==> src/design/mms_pkg.sv <==
// Shared constants, types and states of the set statistics block.
// Stands alone; every other file but the assertion header refers to it by scoped names.
`default_nettype none

package mms_pkg;

   localparam int MAX_ITEMS   = 64;
   localparam int SAMPLE_BITS = 16;
   localparam int FRAC_BITS   = 8;
   localparam int COUNT_BITS  = $clog2(MAX_ITEMS + 1);
   localparam int SUM_BITS    = SAMPLE_BITS + $clog2(MAX_ITEMS);
   localparam int MEAN_BITS   = SAMPLE_BITS + FRAC_BITS;
   localparam int DVD_BITS    = SUM_BITS + FRAC_BITS;
   localparam int STEP_BITS   = $clog2(DVD_BITS + 1);

   typedef logic signed [SAMPLE_BITS-1:0] sample_type;
   typedef logic        [COUNT_BITS-1:0]  count_type;
   typedef logic signed [SUM_BITS-1:0]    sum_type;
   typedef logic signed [MEAN_BITS-1:0]   mean_type;

   typedef enum logic [1:0] {
      ST_LOAD,
      ST_DRAIN,
      ST_WAIT
   } state_type;

   typedef struct packed {
      logic insert;
      logic shift;
   } cell_ctrl_type;

   typedef struct packed {
      logic     done;
      mean_type mean;
   } div_result_type;

endpackage

`default_nettype wire

==> src/design/mms_if.sv <==
// Handshake channels of the set statistics block: sample beats in, result beats out.
// Depends on mms_pkg for payload types.
`default_nettype none

interface mms_req_if;
   logic                valid;
   logic                ready;
   mms_pkg::sample_type sample;
   logic                last_item;

   modport source (output valid, output sample, output last_item, input ready);
   modport sink (input valid, input sample, input last_item, output ready);
endinterface

interface mms_rsp_if;
   logic                valid;
   logic                ready;
   mms_pkg::sample_type min_value;
   mms_pkg::sample_type max_value;
   mms_pkg::sample_type median_value;
   mms_pkg::mean_type   mean_fixed;
   mms_pkg::count_type  item_count;
   logic                overflow;

   modport source (output valid, output min_value, output max_value, output median_value,
                   output mean_fixed, output item_count, output overflow, input ready);
   modport sink (input valid, input min_value, input max_value, input median_value,
                 input mean_fixed, input item_count, input overflow, output ready);
endinterface

`default_nettype wire

==> src/design/mms_cell.sv <==
// One cell of the sorting row: holds one sample and its valid bit.
// Depends on mms_pkg for the sample and control types.
`default_nettype none

module mms_cell (
   input  wire                    clock,
   input  wire                    reset,
   input  mms_pkg::cell_ctrl_type ctrl,
   input  mms_pkg::sample_type    sample,
   input  mms_pkg::sample_type    left_value,
   input  wire                    left_le,
   input  wire                    left_valid,
   input  mms_pkg::sample_type    right_value,
   input  wire                    right_valid,
   output mms_pkg::sample_type    value,
   output logic                   valid,
   output logic                   le
);

   mms_pkg::sample_type value_ff, value_in;
   logic                valid_ff, valid_in;

   // Stored value sorts at or before the incoming sample.
   assign le = valid_ff && (value_ff <= sample);

   always_comb begin
      value_in = value_ff;
      valid_in = valid_ff;
      priority if (ctrl.insert) begin
         // keep, take the new sample, or take the left neighbor's value
         if (!le) begin
            value_in = left_le ? sample : left_value;
         end
         valid_in = valid_ff | left_valid;
      end else if (ctrl.shift) begin
         value_in = right_value;
         valid_in = right_valid;
      end else begin
         // hold
      end
   end

   always_ff @(posedge clock) begin
      value_ff <= value_in;
      if (reset) begin
         valid_ff <= 1'b0;
      end else begin
         valid_ff <= valid_in;
      end
   end

   assign value = value_ff;
   assign valid = valid_ff;

endmodule

`default_nettype wire

==> src/design/mms_divider.sv <==
// Restoring divider for the mean: (sum * 2^FRAC_BITS) / count, truncated toward zero.
// Depends on mms_pkg for widths and the result struct.
`default_nettype none

module mms_divider (
   input  wire                     clock,
   input  wire                     reset,
   input  wire                     start,
   input  mms_pkg::sum_type        sum,
   input  mms_pkg::count_type      count,
   output mms_pkg::div_result_type result
);

   logic [mms_pkg::DVD_BITS-1:0]   dvd_ff, dvd_in;
   mms_pkg::count_type             rem_ff, rem_in;
   mms_pkg::count_type             div_ff, div_in;
   logic                           neg_ff, neg_in;
   logic [mms_pkg::STEP_BITS-1:0]  step_ff, step_in;
   logic                           busy_ff, busy_in;
   logic                           done_ff, done_in;
   logic [mms_pkg::COUNT_BITS:0]   rem_sh;
   logic [mms_pkg::COUNT_BITS:0]   rem_new;
   logic                           fits;
   logic [mms_pkg::SUM_BITS-1:0]   mag;
   logic [mms_pkg::DVD_BITS-1:0]   quot;

   always_comb begin
      mag     = sum[mms_pkg::SUM_BITS-1] ? (-sum) : sum;
      rem_sh  = {rem_ff, dvd_ff[mms_pkg::DVD_BITS-1]};
      fits    = rem_sh >= {1'b0, div_ff};
      rem_new = fits ? (rem_sh - {1'b0, div_ff}) : rem_sh;

      dvd_in  = dvd_ff;
      rem_in  = rem_ff;
      div_in  = div_ff;
      neg_in  = neg_ff;
      step_in = step_ff;
      busy_in = busy_ff;
      done_in = done_ff;
      priority if (start) begin
         dvd_in  = {mag, mms_pkg::FRAC_BITS'(0)};
         rem_in  = '0;
         div_in  = count;
         neg_in  = sum[mms_pkg::SUM_BITS-1];
         step_in = mms_pkg::STEP_BITS'(mms_pkg::DVD_BITS);
         busy_in = 1'b1;
         done_in = 1'b0;
      end else if (busy_ff) begin
         // one quotient bit a cycle, shifted in at the bottom
         dvd_in  = {dvd_ff[mms_pkg::DVD_BITS-2:0], fits};
         rem_in  = rem_new[mms_pkg::COUNT_BITS-1:0];
         step_in = step_ff - 1'b1;
         if (step_ff == mms_pkg::STEP_BITS'(1)) begin
            busy_in = 1'b0;
            done_in = 1'b1;
         end
      end else begin
         // idle: hold the quotient and the done flag
      end
   end

   always_ff @(posedge clock) begin
      dvd_ff  <= dvd_in;
      rem_ff  <= rem_in;
      div_ff  <= div_in;
      neg_ff  <= neg_in;
      step_ff <= step_in;
      if (reset) begin
         busy_ff <= 1'b0;
         done_ff <= 1'b0;
      end else begin
         busy_ff <= busy_in;
         done_ff <= done_in;
      end
   end

   assign quot        = neg_ff ? (-dvd_ff) : dvd_ff;
   assign result.done = done_ff;
   assign result.mean = quot[mms_pkg::MEAN_BITS-1:0];

endmodule

`default_nettype wire

==> src/design/min_max_median_mean_stats.sv <==
// Top level of the set statistics block: a sorting row of cells, a divider and the sequencer.
// Depends on mms_pkg, mms_if, mms_cell and mms_divider.
//
// Samples of a set arrive as req beats, one per clock while ready is high, the final one marked by last_item.
// Each kept sample drops into a row of MAX_ITEMS cells that stays sorted ascending; an
// equal sample lands after those already stored. A running sum and count advance with
// every kept sample. Samples that arrive with the row full are dropped and raise the
// overflow bit of the result. After the last beat, req_if.ready goes low while the row
// drains out through cell 0 (picking off min, median at index n/2 and max for n kept
// samples) and a restoring divider forms the mean over DVD_BITS (30) quotient bits,
// one quotient bit per step. The result register is loaded once both the drain and
// the divider have finished and the register is free; rsp_if.valid then rises. The
// drain also empties the row, so the next set starts from scratch. The finished result
// sits in an output register; once it is loaded, sample beats of the next set are
// taken again even while the rsp side stalls.
`default_nettype none

module min_max_median_mean_stats (
   input  wire               clock,
   input  wire               reset,
   mms_req_if.sink           req_if,
   mms_rsp_if.source         rsp_if
);

   localparam int N = mms_pkg::MAX_ITEMS;

   mms_pkg::state_type      state_ff, state_in;
   mms_pkg::sum_type        sum_ff, sum_in;
   mms_pkg::count_type      count_ff, count_in;
   logic                    drop_ff, drop_in;
   mms_pkg::count_type      n_ff;
   logic                    ovf_ff;
   mms_pkg::count_type      k_ff;
   logic                    drained_ff;
   mms_pkg::sample_type     min_cap_ff, med_cap_ff, max_cap_ff;

   logic                    rsp_valid_ff;
   mms_pkg::sample_type     rsp_min_ff, rsp_max_ff, rsp_med_ff;
   mms_pkg::mean_type       rsp_mean_ff;
   mms_pkg::count_type      rsp_count_ff;
   logic                    rsp_ovf_ff;

   logic                    accept;
   logic                    has_room;
   logic                    finished;
   logic                    out_free;
   logic                    out_load;
   logic                    req_ready;
   logic                    div_start;
   mms_pkg::cell_ctrl_type  ctrl;
   mms_pkg::div_result_type div_res;

   mms_pkg::sample_type     cell_value [N];
   logic                    cell_valid [N];
   logic                    cell_le    [N];

   assign accept   = req_if.valid && req_ready;
   assign has_room = count_ff < mms_pkg::COUNT_BITS'(N);
   assign finished = drained_ff && div_res.done;
   assign out_free = !rsp_valid_ff || rsp_if.ready;

   // Running totals as they stand after this beat.
   always_comb begin
      sum_in   = sum_ff;
      count_in = count_ff;
      drop_in  = drop_ff;
      if (accept) begin
         if (has_room) begin
            sum_in   = sum_ff + mms_pkg::SUM_BITS'(req_if.sample);
            count_in = count_ff + 1'b1;
         end else begin
            drop_in = 1'b1;
         end
      end
   end

   // Next state.
   always_comb begin
      state_in = state_ff;
      unique case (state_ff)
         mms_pkg::ST_LOAD: begin
            if (accept && req_if.last_item) begin
               state_in = mms_pkg::ST_DRAIN;
            end
         end
         mms_pkg::ST_DRAIN: begin
            if (finished) begin
               state_in = out_free ? mms_pkg::ST_LOAD : mms_pkg::ST_WAIT;
            end
         end
         mms_pkg::ST_WAIT: begin
            if (out_free) begin
               state_in = mms_pkg::ST_LOAD;
            end
         end
         default: state_in = mms_pkg::ST_LOAD;
      endcase
   end

   // Outputs of the sequencer. Ready is high throughout the load state, so valid
   // alone marks a beat there.
   always_comb begin
      req_ready   = 1'b0;
      div_start   = 1'b0;
      ctrl.insert = 1'b0;
      ctrl.shift  = 1'b0;
      out_load    = 1'b0;
      unique case (state_ff)
         mms_pkg::ST_LOAD: begin
            req_ready   = 1'b1;
            ctrl.insert = req_if.valid && has_room;
            div_start   = req_if.valid && req_if.last_item;
         end
         mms_pkg::ST_DRAIN: begin
            ctrl.shift = !drained_ff;
            out_load   = finished && out_free;
         end
         mms_pkg::ST_WAIT: begin
            out_load = out_free;
         end
         default: begin
            req_ready = 1'b0;
         end
      endcase
   end

   assign req_if.ready = req_ready;

   // Sorting row: cell 0 sees a virtual neighbor that always sorts first.
   for (genvar i = 0; i < N; i++) begin : g_cell
      mms_pkg::sample_type lv, rv;
      logic                lle, lvd, rvd;
      if (i == 0) begin : g_first
         assign lv  = req_if.sample;
         assign lle = 1'b1;
         assign lvd = 1'b1;
      end else begin : g_inner
         assign lv  = cell_value[i-1];
         assign lle = cell_le[i-1];
         assign lvd = cell_valid[i-1];
      end
      if (i == N - 1) begin : g_last
         assign rv  = '0;
         assign rvd = 1'b0;
      end else begin : g_body
         assign rv  = cell_value[i+1];
         assign rvd = cell_valid[i+1];
      end
      mms_cell u_cell (
         .clock       (clock),
         .reset       (reset),
         .ctrl        (ctrl),
         .sample      (req_if.sample),
         .left_value  (lv),
         .left_le     (lle),
         .left_valid  (lvd),
         .right_value (rv),
         .right_valid (rvd),
         .value       (cell_value[i]),
         .valid       (cell_valid[i]),
         .le          (cell_le[i])
      );
   end

   mms_divider u_divider (
      .clock  (clock),
      .reset  (reset),
      .start  (div_start),
      .sum    (sum_in),
      .count  (count_in),
      .result (div_res)
   );

   always_ff @(posedge clock) begin
      if (reset) begin
         state_ff     <= mms_pkg::ST_LOAD;
         sum_ff       <= '0;
         count_ff     <= '0;
         drop_ff      <= 1'b0;
         drained_ff   <= 1'b0;
         k_ff         <= '0;
         rsp_valid_ff <= 1'b0;
      end else begin
         state_ff <= state_in;

         // Clear the totals at the end of a set; keep its count and flag for the drain.
         if (div_start) begin
            sum_ff     <= '0;
            count_ff   <= '0;
            drop_ff    <= 1'b0;
            drained_ff <= 1'b0;
            k_ff       <= '0;
         end else begin
            sum_ff   <= sum_in;
            count_ff <= count_in;
            drop_ff  <= drop_in;
            if (ctrl.shift) begin
               k_ff <= k_ff + 1'b1;
               if (k_ff == n_ff - 1'b1) begin
                  drained_ff <= 1'b1;
               end
            end
         end

         if (out_load) begin
            rsp_valid_ff <= 1'b1;
         end else if (rsp_if.ready) begin
            rsp_valid_ff <= 1'b0;
         end
      end
   end

   // Capture and result payload registers.
   always_ff @(posedge clock) begin
      if (div_start) begin
         n_ff   <= count_in;
         ovf_ff <= drop_in;
      end
      if (ctrl.shift) begin
         // cell 0 shows sorted element k before this shift
         if (k_ff == '0) begin
            min_cap_ff <= cell_value[0];
         end
         if (k_ff == (n_ff >> 1)) begin
            med_cap_ff <= cell_value[0];
         end
         if (k_ff == n_ff - 1'b1) begin
            max_cap_ff <= cell_value[0];
         end
      end
      if (out_load) begin
         rsp_min_ff   <= min_cap_ff;
         rsp_max_ff   <= max_cap_ff;
         rsp_med_ff   <= med_cap_ff;
         rsp_mean_ff  <= div_res.mean;
         rsp_count_ff <= n_ff;
         rsp_ovf_ff   <= ovf_ff;
      end
   end

   assign rsp_if.valid        = rsp_valid_ff;
   assign rsp_if.min_value    = rsp_min_ff;
   assign rsp_if.max_value    = rsp_max_ff;
   assign rsp_if.median_value = rsp_med_ff;
   assign rsp_if.mean_fixed   = rsp_mean_ff;
   assign rsp_if.item_count   = rsp_count_ff;
   assign rsp_if.overflow     = rsp_ovf_ff;

endmodule

`default_nettype wire

==> src/flat_wrapper.sv <==
// flat-port wrapper written by rule: the top's interface ports become plain ports
module min_max_median_mean_stats_flat 
  (clock, reset, req_if_valid, req_if_sample, req_if_last_item, req_if_ready, rsp_if_valid, rsp_if_min_value, rsp_if_max_value, rsp_if_median_value, rsp_if_mean_fixed, rsp_if_item_count, rsp_if_overflow, rsp_if_ready);
  mms_req_if req_if_i ();
  mms_rsp_if rsp_if_i ();
  input  wire clock;
  input  wire reset;
  input wire logic [$bits(req_if_i.valid)-1:0] req_if_valid;
  input wire logic [$bits(req_if_i.sample)-1:0] req_if_sample;
  input wire logic [$bits(req_if_i.last_item)-1:0] req_if_last_item;
  output wire logic [$bits(req_if_i.ready)-1:0] req_if_ready;
  output wire logic [$bits(rsp_if_i.valid)-1:0] rsp_if_valid;
  output wire logic [$bits(rsp_if_i.min_value)-1:0] rsp_if_min_value;
  output wire logic [$bits(rsp_if_i.max_value)-1:0] rsp_if_max_value;
  output wire logic [$bits(rsp_if_i.median_value)-1:0] rsp_if_median_value;
  output wire logic [$bits(rsp_if_i.mean_fixed)-1:0] rsp_if_mean_fixed;
  output wire logic [$bits(rsp_if_i.item_count)-1:0] rsp_if_item_count;
  output wire logic [$bits(rsp_if_i.overflow)-1:0] rsp_if_overflow;
  input wire logic [$bits(rsp_if_i.ready)-1:0] rsp_if_ready;
  assign req_if_i.valid = req_if_valid;
  assign req_if_i.sample = req_if_sample;
  assign req_if_i.last_item = req_if_last_item;
  assign req_if_ready = req_if_i.ready;
  assign rsp_if_valid = rsp_if_i.valid;
  assign rsp_if_min_value = rsp_if_i.min_value;
  assign rsp_if_max_value = rsp_if_i.max_value;
  assign rsp_if_median_value = rsp_if_i.median_value;
  assign rsp_if_mean_fixed = rsp_if_i.mean_fixed;
  assign rsp_if_item_count = rsp_if_i.item_count;
  assign rsp_if_overflow = rsp_if_i.overflow;
  assign rsp_if_i.ready = rsp_if_ready;
  min_max_median_mean_stats u_core (.clock(clock), .reset(reset), .req_if(req_if_i), .rsp_if(rsp_if_i));
endmodule
==> config.mk <==
export PLATFORM = sky130hd
export DESIGN_NAME = min_max_median_mean_stats_flat
export DESIGN_NICKNAME = d
export VERILOG_FILES = /design/src/design/mms_pkg.sv /design/src/design/mms_if.sv /design/src/design/mms_cell.sv /design/src/design/mms_divider.sv /design/src/design/min_max_median_mean_stats.sv /design/src/flat_wrapper.sv
export SDC_FILE = /design/constraint.sdc
export NUM_CORES = 2
export LEC_CHECK = 0
export BUFFER_PORTS_ARGS = -buffer_cell sky130_fd_sc_hd__buf_2
export CAP_MARGIN = 10
export CELL_PAD_IN_SITES_DETAIL_PLACEMENT = 1
export CELL_PAD_IN_SITES_GLOBAL_PLACEMENT = 1
export CORE_ASPECT_RATIO = 0.75
export CORE_MARGIN = 10
export CORE_UTILIZATION = 38
export CTS_CLUSTER_SIZE = 30
export DETAILED_ROUTE_END_ITERATION = 6
export PLACE_DENSITY = 0.6
export SYNTH_ARGS = -nofsm -noshare
export SYNTH_HDL_FRONTEND = slang
export SYNTH_SLANG_ARGS = --single-unit
==> constraint.sdc <==
create_clock -name clock -period 10.9 [get_ports clock]
set_clock_uncertainty 0.1 [all_clocks]
set_input_delay 1.635 -clock clock [delete_from_list [all_inputs] [get_ports clock]]
set_output_delay 1.635 -clock clock [all_outputs]
set_load 0.05 [all_outputs]
## Word-level counts from Yosys, hierarchy flattened

Cells that the tools add are included.

| operators by class | value |
|---|---|
| order comparisons | 66 |
| bitwise gates (word level) | 63 |
| eq/ne operators | 72 |
| add/subtract/negate cells | 8 |
| reduce and logical (&&, ||, !) cells | 148 |
| muxes and demuxes | 409 |

Operator list:

| cell | count |
|---|---|
| 16-bit two-way mux | 255 |
| 16-bit less-or-equal comparator | 64 |
| 1-bit two-way mux | 139 |
| 2-bit AND reduction | 68 |
| 2-bit inequality test (second input constant) | 64 |
| 1-bit logical AND | 70 |
| 22-bit two-way mux | 3 |
| 1-bit bitwise OR | 63 |
| 30-bit two-way mux | 2 |
| 24-bit two-way mux | 1 |
| 24-bit negator | 1 |
| 22-bit by 16-bit adder with 22-bit output | 1 |
| 22-bit negator | 1 |
| 7-bit two-way mux | 3 |
| 7-bit by 1-bit adder with 7-bit output (second input constant) | 2 |
| 8-bit by 7-bit greater-or-equal comparator with 1-bit output | 1 |
| 2-bit two-way mux | 4 |
| 7-bit by 6-bit equality test with 1-bit output | 1 |
| 7-bit equality test | 1 |
| 7-bit zero test | 1 |
| 7-bit < comparator (second input constant) | 1 |
| 7-bit by 1-bit subtractor with 7-bit output (second input constant) | 1 |
| 7-bit subtractor | 1 |
| 2-bit by 1-bit inequality test with 1-bit output (second input constant) | 3 |
| other kinds (12) | 15 |

| word-level totals | value |
|---|---|
| output and inout bits | 82 |
| word-level logic and storage cells | 919 |
| input bits | 21 |
| register bits | 1310 |

## Logic depth before layout (Yosys ltp)

| depth | value |
|---|---|
| word-level depth | 7 |
| gate-level depth with buffers | 17 |
| mapped depth without buffers | 13 |

## By module

A second synthesis with hierarchy kept.

| second synthesis, totals | value |
|---|---|
| cell total of the unflattened synthesis | 9883 |
| area, all modules | 96541.3 µm² |

By module, submodules not included:

| module | area each (µm²) | instances | cells each |
|---|---|---|---|
| mms_cell at u_core.g_cell[0].u_cell ... | 1350.0 | 57 | 141 |
| mms_cell at u_core.g_cell[61].u_cell ... | 1291.2 | 7 | 136 |
| min_max_median_mean_stats | 7198.2 | 1 | 543 |
| mms_divider | 3352.0 | 1 | 351 |

## Worst setup path after synthesis

OpenSTA, ideal clock, no wires.

| timing | value |
|---|---|
| path type | input port to flip-flop |
| from | input port req_if_sample[15] |
| to | register u_core.g_cell[24].u_cell.value_ff[0], enable pin |
| slack | 3.940 ns |
| stages on the path | 13 |
| data arrival time | 6.472 ns |
| buffers on the path | 3 |
| required time | 10.412 ns |
| setup time | 0.388 ns |
| cell sequence | clkbuf_1 > clkinv_1 > ha_1 > nand4_1 > nor2_1 > a221oi_1 > o221ai_1 > xor2_1 > o21ai_0 > buf_1 > clkbuf_1 > nor2_1 > nor2_1 |

| on the way | value |
|---|---|
| longest elaborated chain between the ends | 4 |

RTL lines:

| what | RTL line | source |
|---|---|---|
| from (decl) | flat_wrapper.sv:9 | `input wire logic [$bits(req_if_i.sample)-1:0] req_if_sample;` |
| 16-bit less-or-equal comparator | mms_cell.sv:24 | `assign le = valid_ff && (value_ff <= sample);` |
| 1-bit logical AND | mms_cell.sv:24 |  |
| 2-bit inequality test (no source line) | n/a |  |
| 2-bit AND reduction (no source line) | n/a |  |
| to (signal assigned) | mms_cell.sv:44 | `value_ff <= value_in;` |
| to (decl) | mms_cell.sv:20 | `mms_pkg::sample_type value_ff, value_in;` |

Every way passes these cells.
A chain may end at the register's enable or synchronous reset.

## Worst setup path in the final report

| timing | value |
|---|---|
| from | input port req_if_sample[1] |
| to | register u_core.g_cell[42].u_cell.value_ff[2], enable pin |

| on the way | value |
|---|---|
| longest elaborated chain between the ends | 4 |

RTL lines:

| what | RTL line |
|---|---|
| 16-bit less-or-equal comparator | mms_cell.sv:24 |
| 1-bit logical AND | mms_cell.sv:24 |
| 2-bit inequality test (no source line) | n/a |
| 2-bit AND reduction (no source line) | n/a |
| to (signal assigned) | mms_cell.sv:44 |
| to (decl) | mms_cell.sv:20 |

Every way passes these cells.

==> impl_metrics.py <==
metrics = {
    "final_layout": {
        "final_area_mm2": 0.09988,
        "layout-drive-gt1-share_pct": 7.326,
        "stdcell_count": 12460,
        "syn_to_final_growth_pct": 10.76,
        "fillers": 26420,
        "fin_util_pct": 42.42,
        "finalNetCount": 10300,
    },
    "sta": {
        "fin_tns_setup_ps": 0,
        "setup-violations-final": 0,
        "worst_pin_slew_ps": 1369,
        "setup_ws_ps": 5114,
        "finalHoldViolations": 0,
        "slew_headroom_pct": 8.516,
        "finalCritPeriodShare_pct": 53.08,
        "period_minus_slack_ps": 5786,
        "fmax_mhz": 172.8,
        "finalMaxSlewViolations": 0,
        "rsz0062_at_grt": "no",
        "hold_slack_ps": 306.7,
    },
    "logic_synthesis": {
        "netlist.area_leader.share_pct": 39.39,
        "ys_types": 68,
        "async_reset_ff_share_pct": 0,
        "ys_ff_latch": 1310,
        "syn_avg_cell_area_um2": 9.672,
        "yosysSeqAreaShare_pct": 42.21,
        "yosys-top-cells-area": "edfxtp_1 39%, ha_1 15%, mux2i_1 7.5%",
        "yosys.area.top_type": "edfxtp_1",
        "ys.warnings.count": 0,
        "synth_cells": 9323,
        "syn_nets": 10410,
        "ys_dominant_reg_cell": "edfxtp_1",
        "syn_area_mm2": 0.09018,
        "synth_edf_count": 1183,
    },
    "power_and_ir_drop": {
        "internal-power_mw": 16.21,
        "clock_power_share_pct": 19.7,
        "p_switching_mw": 12.06,
        "swShare_pct": 42.66,
        "peakVddDrop_v": 0.0001844,
        "p_comb_share_pct": 40.0,
        "power.density_mw_per_mm2": 283.0,
        "sequentialPowerShare_pct": 40.3,
        "power_mw": 28.26,
        "p_leak_nw": 41.19,
    },
    "worst_setup_path": {
        "rr_worst_depth": 11,
        "max_stage_delay_ps": 890,
        "critPathSlowestCell": "o21ai_2",
        "path_delay_family": "buffers and inverters",
        "cp_data_arrival_time_ps": 6160,
        "startpoint": "req_if_sample[1]",
        "critical_path.cell_chain": "buf_4 > inv_6 > buf_4 > ha_1 > nor2b_1 > o21a_1 > o21ai_0 > nand2b_1 > a21oi_1 > o211ai_1 > a21oi_1 > o21ai_2 > nor2_1 > nor2_2",
        "rrSetupSlack_ps": 5860,
        "r2r_start": "u_core.state_ff[0]",
        "crit_type": "input port to flip-flop",
        "cp_num_buf_inv": 3,
        "start_kind": "input port",
        "worstSetupEndpointType": "flip-flop",
        "cp_max_fo": 47,
        "critPathRequiredTime_ps": 11280,
        "r2r_end": "u_core.g_cell[57].u_cell.valid",
    },
    "global_routing": {
        "grt_pass1_wl_um": 526200,
        "overflow": 0,
        "grt_pass1_vias": 78390,
        "grt_max_degree": 204,
        "track_usage_pct": 26.36,
        "antenna_found_initial": 17,
    },
    "clock_tree": {
        "clk_pin_slew_ps": 60,
        "cts_buffers": 164,
        "h-tree-depth": 4,
        "cts_resized": 0,
        "cts_buffer_depth": 4,
        "hold_buffers": 0,
        "cts_tree": "done",
        "clkSinkCount": 1310,
        "clkLatencyLatePin_ps": 870,
        "cts-root-buf": "clkbuf_16",
        "post-cts-setup-buffers": 0,
    },
    "placed_design": {
        "dp_slack_ps": 3966,
        "place_area_mm2": 0.09459,
        "io_buffers": 102,
        "dpl.hpwl_um": 245300,
        "gp_congestion": 0.8799,
        "place_inst": 12160,
    },
    "routing": {
        "viasPerCell": 6.171,
        "routed_wl_um": 356200,
        "first_iter_violations": 7166,
        "wl_per_cell_um": 28.58,
        "drtPass1Iterations": 6,
        "dr_total_vias": 76890,
        "final_antenna_net_count": 0,
        "drcViolationCount": 0,
    },
    "worst_hold_path": {
        "whs_endpoint": "u_core.rsp_if.median_value[7]",
        "hold_depth": 0,
        "hold_path.class": "flip-flop to flip-flop",
        "hp-start": "u_core.med_cap_ff[7]",
    },
    "run_status": {
        "outcome": "completed",
    },
    "die": {
        "coreArea_mm2": 0.2355,
        "dieArea_mm2": 0.2574,
        "die_x_um": 582.5,
        "die_h_um": 441.9,
        "top_level_ports": 103,
        "start_util_pct": 38.30,
        "rows": 154,
    },
    "flow_run": {
        "max_cap_viol_count": 0,
    },
}
-- worst reg2reg max path, delay by kind of cell (launching register included) --
kind / cells / cell delay [ps]
fa+ha+maj: 1 / 280
buf+inv: 5 / 3390
flops: 1 / 340
simple gates: 5 / 830
-- final cells by class --
type | count | area (um^2) | area share (%)
Tap cell | 3120 | 3904 | 3.909
Clock buffer | 225 | 4527 | 4.532
Antenna cell | 5 | 12.51 | 0.01253
Inverter | 135 | 559.3 | 0.5600
Sequential cell | 1310 | 38070 | 38.11
Multi-Input combinational cell | 7273 | 49740 | 49.80
Clock inverter | 67 | 663.1 | 0.6640
Timing Repair Buffer | 326 | 2407 | 2.410
-- state kept, by name, summed over array words and instances, names as in the netlist, 2 cells and up --
| name | flops |
|---|---|
| u_core.count_ff | 7 |
| u_core.rsp_if.median_value | 16 |
| u_core.rsp_if.min_value | 16 |
| u_core.rsp_if.max_value | 16 |
| u_core.u_divider.rem_ff | 7 |
| u_core.k_ff | 7 |
| u_core.rsp_if.mean_fixed | 24 |
| u_core.rsp_if.item_count | 7 |
| u_core.min_cap_ff | 16 |
| u_core.sum_ff | 22 |
| u_core.u_divider.step_ff | 5 |
| u_core.u_divider.dvd_ff | 30 |
| u_core.n_ff | 7 |
| u_core.state_ff | 2 |
| u_core.g_cell.u_cell.value | 1024 |
| u_core.med_cap_ff | 16 |
| u_core.g_cell.u_cell.valid | 64 |
| u_core.max_cap_ff | 16 |
-- power by group through the flow --
stage          Combinational [mW]  Sequential [mW]  Clock (mW)
3_5_place_dp                 11.1             11.3           0
3_3_place_gp                 10.5             11.3           0
6_report                     11.3             11.4        5.57
2_1_floorplan                7.99             9.75           0
5_1_grt                      12.7             11.5        5.85
4_1_cts                      11.2             11.3        5.66
-- per-layer routing --
metal,routed length [um],part of all wire (%),up-vias,global-route usage [%]
met5,0,0,-,0
met4,8499,2.4,0,6.142
met3,24150,6.8,474,4.249
met2,153000,43,2455,39.98
met1,170500,48,39300,39.09
li1,-,-,34660,-
-- worst max-delay path by stage --
stage                     slack [ps]                                end  depth (start not counted)
after floorplan                 3940  u_core.g_cell[24].u_cell.value[0]                         13
after global placement          4010  u_core.g_cell[52].u_cell.value[6]                         13
after detailed placement        3970  u_core.g_cell[13].u_cell.value[9]                         14
after CTS                       4870  u_core.g_cell[13].u_cell.value[9]                         14
after global routing            4800  u_core.g_cell[35].u_cell.value[2]                         16
final                           5110  u_core.g_cell[42].u_cell.value[2]                         14
-- cell usage after synthesis (17+ instances only) --
master and n:
o21a_1 199, nor2_1 1017, or3_1 61, a21oi_1 375
nor3_1 221, buf_2 29, dfxtp_1 127, o31ai_1 27
clkbuf_1 505, o21ai_0 934, xor2_1 25, mux2i_1 678
and4_1 39, inv_1 133, o221a_2 17, nor4b_1 17
o2111ai_1 29, a211oi_1 230, a21o_1 145, a31oi_1 65
a221oi_1 35, o21ai_1 29, edfxtp_1 1183, and3_1 20
buf_1 70, o211ai_1 164, xnor2_1 58, nand3_1 207
ha_1 1063, nand2b_1 71, nand2_1 1023, nor2b_1 152
nand4_1 218
-- kinds of logic after synthesis --
group / synth area share [%]
multiplexers: 7.526
AND/OR/NAND/NOR: 15.43
adder cells (fa/ha/maj): 14.79
buffers and inverters: 3.129
flip-flops: 42.21
AO/OA/AOI/OAI: 16.10
XOR/XNOR: 0.8062
-- placed cells by master (no fill, tap or decap), types with 167 or more instances in the layout --
cell	netlist	routed
clkbuf_16	0	167
mux2i_1	678	678
ha_1	1063	1063
buf_4	0	223
a211oi_1	230	230
nand4_1	218	218
edfxtp_1	1183	1183
nor2_1	1017	1010
o21ai_0	934	912
a21oi_1	375	375
nand3_1	207	207
o21a_1	199	199
nor3_1	221	220
nand2_1	1023	1022
Note: power is estimated with default switching activity, not from simulation.
